File: src/sv/arithmetic_expression_tokenizer_assert.svh
// Assertion macros for the arithmetic expression tokenizer.
`ifndef ARITHMETIC_EXPRESSION_TOKENIZER_ASSERT_SVH
`define ARITHMETIC_EXPRESSION_TOKENIZER_ASSERT_SVH

`ifndef ASSERT_OFF
// Checked only while reset is low.
`define AET_ASSERT_RUN(label, clk, rst, prop, msg) \
  label: assert property (@(posedge clk) disable iff (rst) prop) else $error(msg);
// Checked at every clock edge, reset included.
`define AET_ASSERT_ALWAYS(label, clk, prop, msg) \
  label: assert property (@(posedge clk) prop) else $error(msg);
`else
`define AET_ASSERT_RUN(label, clk, rst, prop, msg)
`define AET_ASSERT_ALWAYS(label, clk, prop, msg)
`endif

`endif

File: src/sv/aet_pkg.sv
// Shared types, constants and helper functions of the arithmetic expression tokenizer.
`default_nettype none

package aet_pkg;

  localparam int OFFSET_BITS = 24;
  localparam int LINE_BITS   = 20;
  localparam int COLUMN_BITS = 16;

  localparam logic [3:0] KIND_INT     = 4'd0;
  localparam logic [3:0] KIND_PLUS    = 4'd1;
  localparam logic [3:0] KIND_MINUS   = 4'd2;
  localparam logic [3:0] KIND_STAR    = 4'd3;
  localparam logic [3:0] KIND_SLASH   = 4'd4;
  localparam logic [3:0] KIND_LPAREN  = 4'd5;
  localparam logic [3:0] KIND_RPAREN  = 4'd6;
  localparam logic [3:0] KIND_END     = 4'd7;
  localparam logic [3:0] KIND_ILLEGAL = 4'd8;

  localparam logic [7:0] CH_NUL    = 8'h00;
  localparam logic [7:0] CH_TAB    = 8'h09;
  localparam logic [7:0] CH_LF     = 8'h0A;
  localparam logic [7:0] CH_CR     = 8'h0D;
  localparam logic [7:0] CH_SPACE  = 8'h20;
  localparam logic [7:0] CH_HASH   = 8'h23;
  localparam logic [7:0] CH_LPAREN = 8'h28;
  localparam logic [7:0] CH_RPAREN = 8'h29;
  localparam logic [7:0] CH_STAR   = 8'h2A;
  localparam logic [7:0] CH_PLUS   = 8'h2B;
  localparam logic [7:0] CH_MINUS  = 8'h2D;
  localparam logic [7:0] CH_SLASH  = 8'h2F;
  localparam logic [7:0] CH_ZERO   = 8'h30;
  localparam logic [7:0] CH_NINE   = 8'h39;

  typedef enum logic [2:0] {
    MODE_NORMAL  = 3'b001,
    MODE_NUMBER  = 3'b010,
    MODE_COMMENT = 3'b100
  } scan_mode_t;

  typedef struct packed {
    logic [7:0] source_byte;
    logic       end_of_text;
  } in_item_t;

  typedef struct packed {
    logic [3:0]             token_kind;
    logic [LINE_BITS-1:0]   start_line;
    logic [COLUMN_BITS-1:0] start_column;
    logic [OFFSET_BITS-1:0] start_offset;
    logic [OFFSET_BITS-1:0] token_length;
    logic                   last_of_run;
  } out_item_t;

  function automatic logic [LINE_BITS-1:0] line_inc(input logic [LINE_BITS-1:0] v);
    return (&v) ? v : v + 1'b1;
  endfunction

  function automatic logic [COLUMN_BITS-1:0] column_inc(input logic [COLUMN_BITS-1:0] v);
    return (&v) ? v : v + 1'b1;
  endfunction

  function automatic logic [OFFSET_BITS-1:0] offset_inc(input logic [OFFSET_BITS-1:0] v);
    return (&v) ? v : v + 1'b1;
  endfunction

endpackage

`default_nettype wire

File: src/sv/arithmetic_expression_tokenizer.sv
// A token is registered and offered on out_item in the cycle after the byte that completes it.
// Throughput: one byte per cycle while out_stall is low; a byte that both ends a digit run
// and forms a token of its own yields two tokens, and the input stalls while both are queued.
// The two-entry output queue sets that figure: a byte is taken only when the queue
// will be empty after this cycle's pop.
// Reset: line 1, column 0, offset 0, normal scan mode, output queue empty.
`default_nettype none

`include "arithmetic_expression_tokenizer_assert.svh"

module arithmetic_expression_tokenizer
  import aet_pkg::*;
(
  input  wire logic      clk,
  input  wire logic      rst,
  input  wire logic      in_valid,
  output logic           in_stall,
  input  wire in_item_t  in_item,
  output logic           out_valid,
  input  wire logic      out_stall,
  output out_item_t      out_item
);

  scan_mode_t             scan_mode, scan_mode_next;
  logic [LINE_BITS-1:0]   current_line, line_now;
  logic [COLUMN_BITS-1:0] current_column, column_now;
  logic [OFFSET_BITS-1:0] byte_offset;
  logic                   previous_was_newline;
  logic [LINE_BITS-1:0]   number_start_line;
  logic [COLUMN_BITS-1:0] number_start_column;
  logic [OFFSET_BITS-1:0] number_start_offset;
  logic [OFFSET_BITS-1:0] number_length, number_length_next;

  out_item_t  slot0, slot1;
  logic [1:0] fill;

  logic       accept, pop;
  logic [7:0] ch;
  logic       is_digit, is_space, is_term, in_number, in_comment;
  logic       char_active, emit_int, emit_char, start_number;
  logic [3:0] char_kind;
  out_item_t  int_tok, char_tok, res0;
  logic [1:0] res_count;

  assign pop       = out_valid && !out_stall;
  assign in_stall  = !((fill == 2'd0) || (fill == 2'd1 && pop));
  assign accept    = in_valid && !in_stall;
  assign out_valid = (fill != 2'd0);
  assign out_item  = slot0;

  always_comb begin
    ch         = in_item.end_of_text ? CH_NUL : in_item.source_byte;
    is_digit   = (ch >= CH_ZERO) && (ch <= CH_NINE);
    is_space   = (ch == CH_SPACE) || (ch == CH_TAB) || (ch == CH_LF) || (ch == CH_CR);
    is_term    = (ch == CH_LF) || (ch == CH_CR) || (ch == CH_NUL);
    in_number  = (scan_mode == MODE_NUMBER);
    in_comment = (scan_mode == MODE_COMMENT);

    line_now   = previous_was_newline ? line_inc(current_line) : current_line;
    column_now = previous_was_newline ? COLUMN_BITS'(1) : column_inc(current_column);

    // A digit inside a run, or any byte inside a comment but its terminator,
    // is absorbed without looking at it as a token start.
    char_active  = !(in_number && is_digit) && !(in_comment && !is_term);
    emit_int     = in_number && !is_digit;
    emit_char    = char_active && !is_space && (ch != CH_HASH) && !is_digit;
    start_number = char_active && is_digit;

    if (in_number && is_digit) begin
      scan_mode_next = MODE_NUMBER;
    end else if (in_comment && !is_term) begin
      scan_mode_next = MODE_COMMENT;
    end else if (ch == CH_HASH) begin
      scan_mode_next = MODE_COMMENT;
    end else if (is_digit) begin
      scan_mode_next = MODE_NUMBER;
    end else begin
      scan_mode_next = MODE_NORMAL;
    end

    if (in_number && is_digit) begin
      number_length_next = offset_inc(number_length);
    end else if (start_number) begin
      number_length_next = OFFSET_BITS'(1);
    end else begin
      number_length_next = number_length;
    end

    case (ch)
      CH_NUL:    char_kind = KIND_END;
      CH_PLUS:   char_kind = KIND_PLUS;
      CH_MINUS:  char_kind = KIND_MINUS;
      CH_STAR:   char_kind = KIND_STAR;
      CH_SLASH:  char_kind = KIND_SLASH;
      CH_LPAREN: char_kind = KIND_LPAREN;
      CH_RPAREN: char_kind = KIND_RPAREN;
      default:   char_kind = KIND_ILLEGAL;
    endcase

    char_tok.token_kind   = char_kind;
    char_tok.start_line   = line_now;
    char_tok.start_column = column_now;
    char_tok.start_offset = byte_offset;
    char_tok.token_length = OFFSET_BITS'(1);
    char_tok.last_of_run  = 1'b1;

    int_tok.token_kind   = KIND_INT;
    int_tok.start_line   = number_start_line;
    int_tok.start_column = number_start_column;
    int_tok.start_offset = number_start_offset;
    int_tok.token_length = number_length;
    int_tok.last_of_run  = !emit_char;

    res0      = emit_int ? int_tok : char_tok;
    res_count = {1'b0, emit_int} + {1'b0, emit_char};
  end

  always_ff @(posedge clk) begin
    if (rst) begin
      scan_mode            <= MODE_NORMAL;
      current_line         <= LINE_BITS'(1);
      current_column       <= '0;
      byte_offset          <= '0;
      previous_was_newline <= 1'b0;
      number_start_line    <= '0;
      number_start_column  <= '0;
      number_start_offset  <= '0;
      number_length        <= '0;
      fill                 <= 2'd0;
    end else begin
      if (accept) begin
        scan_mode            <= scan_mode_next;
        current_line         <= line_now;
        current_column       <= column_now;
        byte_offset          <= offset_inc(byte_offset);
        previous_was_newline <= (ch == CH_LF);
        number_length        <= number_length_next;
        if (start_number) begin
          number_start_line   <= line_now;
          number_start_column <= column_now;
          number_start_offset <= byte_offset;
        end
        // The queue is empty after this cycle's pop whenever a byte is taken.
        fill <= res_count;
      end else if (pop) begin
        fill <= fill - 2'd1;
      end
    end
  end

  always_ff @(posedge clk) begin
    if (accept) begin
      slot0 <= res0;
      slot1 <= char_tok;
    end else if (pop) begin
      slot0 <= slot1;
    end
  end

  `AET_ASSERT_ALWAYS(a_line_nonzero, clk, rst || current_line != '0,
                     "line counter reached zero")
  `AET_ASSERT_RUN(a_partner_queued, clk, rst,
                  out_valid && !out_item.last_of_run |-> fill == 2'd2,
                  "non-final token without a queued partner")
  `AET_ASSERT_RUN(a_end_token, clk, rst,
                  accept && in_item.end_of_text |=>
                    (fill == 2'd1 && slot0.token_kind == KIND_END) ||
                    (fill == 2'd2 && slot1.token_kind == KIND_END),
                  "end marker did not queue an end token")
  `AET_ASSERT_RUN(a_fill_range, clk, rst, fill != 2'd3,
                  "output queue overfilled")

endmodule

`default_nettype wire
File: config.mk
export PLATFORM = sky130hd
export DESIGN_NAME = arithmetic_expression_tokenizer
export DESIGN_NICKNAME = d
export VERILOG_FILES = /design/src/sv/aet_pkg.sv /design/src/sv/arithmetic_expression_tokenizer.sv
export VERILOG_INCLUDE_DIRS = /design/src /design/src/sv
export SDC_FILE = /design/constraint.sdc
export NUM_CORES = 1
export LEC_CHECK = 0
export BUFFER_PORTS_ARGS = -buffer_cell sky130_fd_sc_hd__buf_4
export CORE_MARGIN = 2
export CORE_UTILIZATION = 40
export CTS_CLUSTER_DIAMETER = 120
export CTS_CLUSTER_SIZE = 16
export DETAILED_ROUTE_END_ITERATION = 8
export SYNTH_ARGS = -nofsm -noshare
export SYNTH_HDL_FRONTEND = slang
export SYNTH_SLANG_ARGS = --single-unit
File: constraint.sdc
create_clock -name clk -period 8.8 [get_ports clk]
set_input_delay 0.44 -clock clk [delete_from_list [all_inputs] [get_ports clk]]
set_output_delay 0.44 -clock clk [all_outputs]
set_load 0.01 [all_outputs]
* Yosys cells after proc, flatten, opt, wreduce, memory -nomap -nowiden
Cells that the tools add are included.
** Word-level totals
- Logic and storage cells :: 101
- Output and inout bits :: 91
- Register bits :: 303
** Cells by class
- Reductions and logical operators :: 38
- $lt $le $gt $ge :: 2
- Add/sub/neg operators :: 6
- Multiplexer cells :: 18
- Bitwise gates (word level) :: 1
- Eq/ne operators :: 16
** Operator list (count)
- two-way mux 89 bit :: 3
- two-way mux 24 bit :: 3
- equality test 8 x 6 -> 1 bit (second input constant) :: 8
- adder 24 x 1 -> 24 bit (second input constant) :: 2
- AND reduction 24 bit :: 2
- two-way mux 20 bit :: 2
- two-way mux 16 bit :: 2
- case mux 4 bit (7 select lines) :: 1
- equality test 8 x 4 -> 1 bit (second input constant) :: 3
- adder 20 x 1 -> 20 bit (second input constant) :: 1
- AND reduction 20 bit :: 1
- adder 16 x 1 -> 16 bit (second input constant) :: 1
- AND reduction 16 bit :: 1
- logical AND 1 bit :: 12
- two-way mux 3 bit :: 3
- >= comparator 8 x 6 -> 1 bit (second input constant) :: 1
- less-or-equal comparator 8 x 6 -> 1 bit (second input constant) :: 1
- zero test 1 bit :: 8
- zero test 8 bit :: 1
- two-way mux 8 bit :: 1
- inequality test 8 x 6 -> 1 bit (second input constant) :: 1
- logical OR 1 bit :: 6
- two-way mux 2 bit :: 3
- nonzero test 2 bit :: 3
- other kinds (10) :: 11

* Logic depth before layout (Yosys ltp)
- Depth after elaboration :: 14
- Mapped depth :: 10
- Gate-level depth less buffers :: 8

* Worst setup path before layout
Ideal clock, no wire load.
- Path kind :: reg2reg
- Start :: register fill[0]
- End :: register slot0, in the netlist out_item[0], enable pin
- Slack :: 1.238 ns
- Required time :: 8.141 ns
- Arrival :: 6.903 ns
- Cell stages (with the launch flop) :: 4
- Period minus slack after synthesis :: 7.562 ns
- Library setup time :: 0.659 ns
- Cell sequence :: dfxtp_1 > inv_1 > ha_1 > o21ai_0
** On the way
- Cells in the longest elaborated chain, start to end :: 6
- Elaborated cells between the ends (all ways) :: 8
** Ends and longest elaborated chain
- start, declared :: line arithmetic_expression_tokenizer.sv:35 : logic [1:0] fill;
- start signal, assigned :: line arithmetic_expression_tokenizer.sv:144 : fill <= res_count;
- start signal, assigned :: line arithmetic_expression_tokenizer.sv:146 : fill <= fill - 2'd1;
- nonzero test 2 bit :: line arithmetic_expression_tokenizer.sv:48 : assign out_valid = (fill != 2'd0);
- logical AND 1 bit :: line arithmetic_expression_tokenizer.sv:45 : assign pop = out_valid && !out_stall;
- logical AND 1 bit :: line arithmetic_expression_tokenizer.sv:46 : assign in_stall = !((fill == 2'd0) || (fill == 2'd1 && pop));
- logical OR 1 bit :: line arithmetic_expression_tokenizer.sv:46
- logical AND 1 bit :: line arithmetic_expression_tokenizer.sv:47 : assign accept = in_valid && !in_stall;
- nonzero test 2 bit (no source line) *
- end signal, assigned :: line arithmetic_expression_tokenizer.sv:153 : slot0 <= res0;
- end signal, assigned :: line arithmetic_expression_tokenizer.sv:156 : slot0 <= slot1;
- end, declared :: line arithmetic_expression_tokenizer.sv:34 : out_item_t slot0, slot1;
Every way passes the cells marked *; elsewhere a longest branch is shown, timed or not.
A chain may end at the register's enable or synchronous reset.

* Worst setup path after layout
- Start :: register fill[0]
- End :: register slot0, in the netlist out_item[52], data pin
** On the way
- Cells in the longest elaborated chain, start to end :: 6
- Elaborated cells between the ends (all ways) :: 8
** Ends and longest elaborated chain
- nonzero test 2 bit :: line arithmetic_expression_tokenizer.sv:48
- logical AND 1 bit :: line arithmetic_expression_tokenizer.sv:45
- logical AND 1 bit :: line arithmetic_expression_tokenizer.sv:46
- logical OR 1 bit * :: line arithmetic_expression_tokenizer.sv:46
- logical AND 1 bit * :: line arithmetic_expression_tokenizer.sv:47
- two-way mux 89 bit * :: line arithmetic_expression_tokenizer.sv:152 : if (accept) begin
Marks and branches as above.

==> results.sh <==
export IMPL_max_slew_worst_pin_slew_ns=1.13
export IMPL_cp_num_buf_inv=3
export IMPL_yosys_warnings=0
export IMPL_slowest_stage="buf_4"
export IMPL_clk_latency_ns=0.52
export IMPL_cp_end_kind="flip-flop"
export IMPL_synth_largest_area_cell="edfxtp_1"
export IMPL_synth_area_sq_um=13800
export IMPL_drc=0
export IMPL_min_path_type="input port to flip-flop"
export IMPL_cts_resized_gates=0
export IMPL_post_synth_cell_area_avg_sq_um=9.76
export IMPL_drt_iter0_markers=819
export IMPL_path_cells="ha_1 -> nor2b_1 -> o21ai_4 -> buf_4 -> inv_6 -> buf_4 -> nand2_1 -> o21ai_0"
export IMPL_hpwl_mm=20.7
export IMPL_max_freq_mhz=290
export IMPL_grt_pass1_wl_mm=54.5
export IMPL_yosysSeqAreaShare=0.551
export IMPL_drt_total_wl_mm=34.3
export IMPL_cts_hold_buf=0
export IMPL_core_sq_um=34300
export IMPL_grt_util_all_layers=0.185
export IMPL_critical_path_required_ns=9.13
export IMPL_maxSlewViolCount=0
export IMPL_critPathMaxStageDelay_ns=0.68
export IMPL_gp_congestion=0.828
export IMPL_cts_setup_buffers=0
export IMPL_cpMostUsedCell="buf_4"
export IMPL_ios=104
export IMPL_synth_seq_cells=303
export IMPL_die_h_microns=190
export IMPL_path_clk_slew_ns=0.07
export IMPL_die_w_microns=190
export IMPL_rows=68
export IMPL_synthCells=1414
export IMPL_fin_skew_ns=0.0110
export IMPL_cts_sinks=303
export IMPL_min_period_ns=3.45
export IMPL_cp_arrival_ns=3.78
export IMPL_setup_violations=0
export IMPL_finalHoldViolCount=0
export IMPL_setup_tns_ns=0
export IMPL_period_share=0.392
export IMPL_status="completed"
export IMPL_synth_top_cells_by_area="edfxtp_1 33%, dfxtp_1 22%, a21oi_1 5.1%, o21ai_0 3.7%, nand2_1 3.7%"
export IMPL_r2r_cells=8
export IMPL_drt_pass1_iterations=6
export IMPL_timing_reg2reg_setup_slack_ns=5.35
export IMPL_antenna_cells=0
export IMPL_slew_headroom=0.242
export IMPL_synthArstFlopShare=0
export IMPL_grt_max_degree=83
export IMPL_vdd_drop_max_v=0.000149
export IMPL_io_buffers=103
export IMPL_cp_startpoint="fill[0]"
export IMPL_crit_end="out_item[52]"
export IMPL_path_class="flip-flop to flip-flop"
export IMPL_cap_violations=0
export IMPL_cp_max_fo=67
export IMPL_critPathTopFamily="buffers and inverters"
export IMPL_ys_types=76
export IMPL_fin_cells=1922
export IMPL_clk_path_buf_depth=3
export IMPL_ant_nets=0
export IMPL_drive_above_1_share=0.118
export IMPL_synth_common_cells="153 x edfxtp_1, 150 x dfxtp_1, 140 x a21oi_1"
export IMPL_r2r_end="out_item[52]"
export IMPL_cts_tree="built"
export IMPL_initial_core_util=0.402
export IMPL_rsz0062_at_grt="false"
export IMPL_dp_cells=1882
export IMPL_path_depth=8
export IMPL_clock_root_buffer="clkbuf_16"
export IMPL_power_density_nw_per_um2=199
export IMPL_dieArea_sq_um=36000
export IMPL_synth_ff_type="edfxtp_1"
export IMPL_grt_pass1_vias=10100
export IMPL_netlist_area_leader_share=0.333
export IMPL_area_delta_synth_final_pct=12.5
export IMPL_cts_buffers=22
export IMPL_wl_per_cell_microns=17.9
export IMPL_via_per_inst=5.74
export IMPL_synth_edf_count=153
export IMPL_critPathLaunchType="flip-flop"
export IMPL_nets=1471
export IMPL_vias=11000
export IMPL_grt_overflow=0
export IMPL_antenna_found_initial=0
export IMPL_leakage_uw=0.00523
export IMPL_r2r_start="fill[0]"
export IMPL_synthesis_nets=1434
export IMPL_yosys_cell_count_top_type="edfxtp_1"
export IMPL_h_tree_depth=1
-- worst register-to-register path: cells and delay by family, from the launching register on --
kind / cells / cell delay [ns]
AOI/OAI and AO/OA: 2 / 0.42
and+or+nand+nor: 2 / 0.85
adders and majority gates: 1 / 0.15
DFF: 1 / 0.38
buffers and inverters: 3 / 1.46
-- flip-flops by register name (all words and copies together) (netlist names) --
register              cells
out_item                 89
number_length            24
scan_mode                 3
fill                      2
number_start_line        20
current_column           16
slot1                    64
previous_was_newline      1
byte_offset              24
number_start_column      16
current_line             20
number_start_offset      24
-- cell usage in the layout, fill, tap and decap left out, drive strengths merged, types with 7 or more instances in the layout --
cell type	n
a211oi	16
a21oi	140
a221o	7
a31oi	30
and2	8
and3	56
and4	16
buf	123
clkbuf	40
dfxtp	150
edfxtp	153
ha	7
inv	34
mux2i	10
nand2	136
nand3	81
nand4	30
nor2	86
nor2b	13
nor3	17
nor4	19
o211ai	9
o21ai	108
o22ai	10
o31ai	27
or3	22
or4	28
xnor2	14
-- report_power, final --
part / internal (uW) / switching [uW] / leakage, uW
registers: 1640 / 47.7 / 0.00272
logic: 155 / 265 / 0.00221
clock network: 491 / 482 / 0.000304
-- area by class of cell --
class                      count  area [sq um]
clock buffer                  40           639
tap                          455           569
sequential                   303          7600
fill                        3243         18800
inverter                      34           133
multi-input combinational    967          5650
timing repair buffer         123           923
-- per-stage QoR --
stage / instance area (sq um) / utilization / worst slack, ns / hold WS [ns] / power (uW)
floorplan: 13800 / - / 1.24 / 0.406 / 1950
global placement: 14900 / 0.434 / 5.42 / 0.448 / 2140
detailed placement: 14900 / 0.434 / 5.36 / 0.452 / 2150
CTS: 15500 / 0.453 / 5.38 / 0.329 / 3120
global route: 15500 / 0.453 / 5.08 / 0.356 / 3220
finish: 15500 / 0.453 / 5.35 / 0.341 / 3080
-- routing by layer --
metal,track usage,vias up,routed length [microns]
li1,-,5364,-
met1,0.267,5357,16200
met2,0.299,273,15700
met3,0.0227,31,1770
met4,0.0411,0,588
met5,0,-,0
-- worst min-delay path by stage --
stage                     slack [ns]                       to  depth (start not counted)                    start
after floorplan                 0.41                slot1[43]                          0          byte_offset[18]
after global placement          0.45    number_start_line[11]                          2    number_start_line[11]
after detailed placement        0.45  number_start_column[13]                          2  number_start_column[13]
after CTS                       0.33                  fill[0]                          4                out_stall
after global routing            0.36                  fill[0]                          4                out_stall
final                           0.34                  fill[0]                          4                out_stall
-- kinds of logic (layout without fill, tap and decap cells) --
| logic type | count (synthesis) | in the layout | synth area share |
|---|---|---|---|
| flip-flops | 303 | 303 | 0.551 |
| AO/OA/AOI/OAI | 400 | 400 | 0.177 |
| multiplexers | 11 | 11 | 0.00807 |
| XOR/XNOR | 18 | 18 | 0.0114 |
| AND/OR/NAND/NOR | 531 | 531 | 0.204 |
| buffers and inverters | 144 | 197 | 0.0430 |
| adder cells (fa/ha/maj) | 7 | 7 | 0.00635 |
Note: power is estimated with default switching activity, not from simulation.
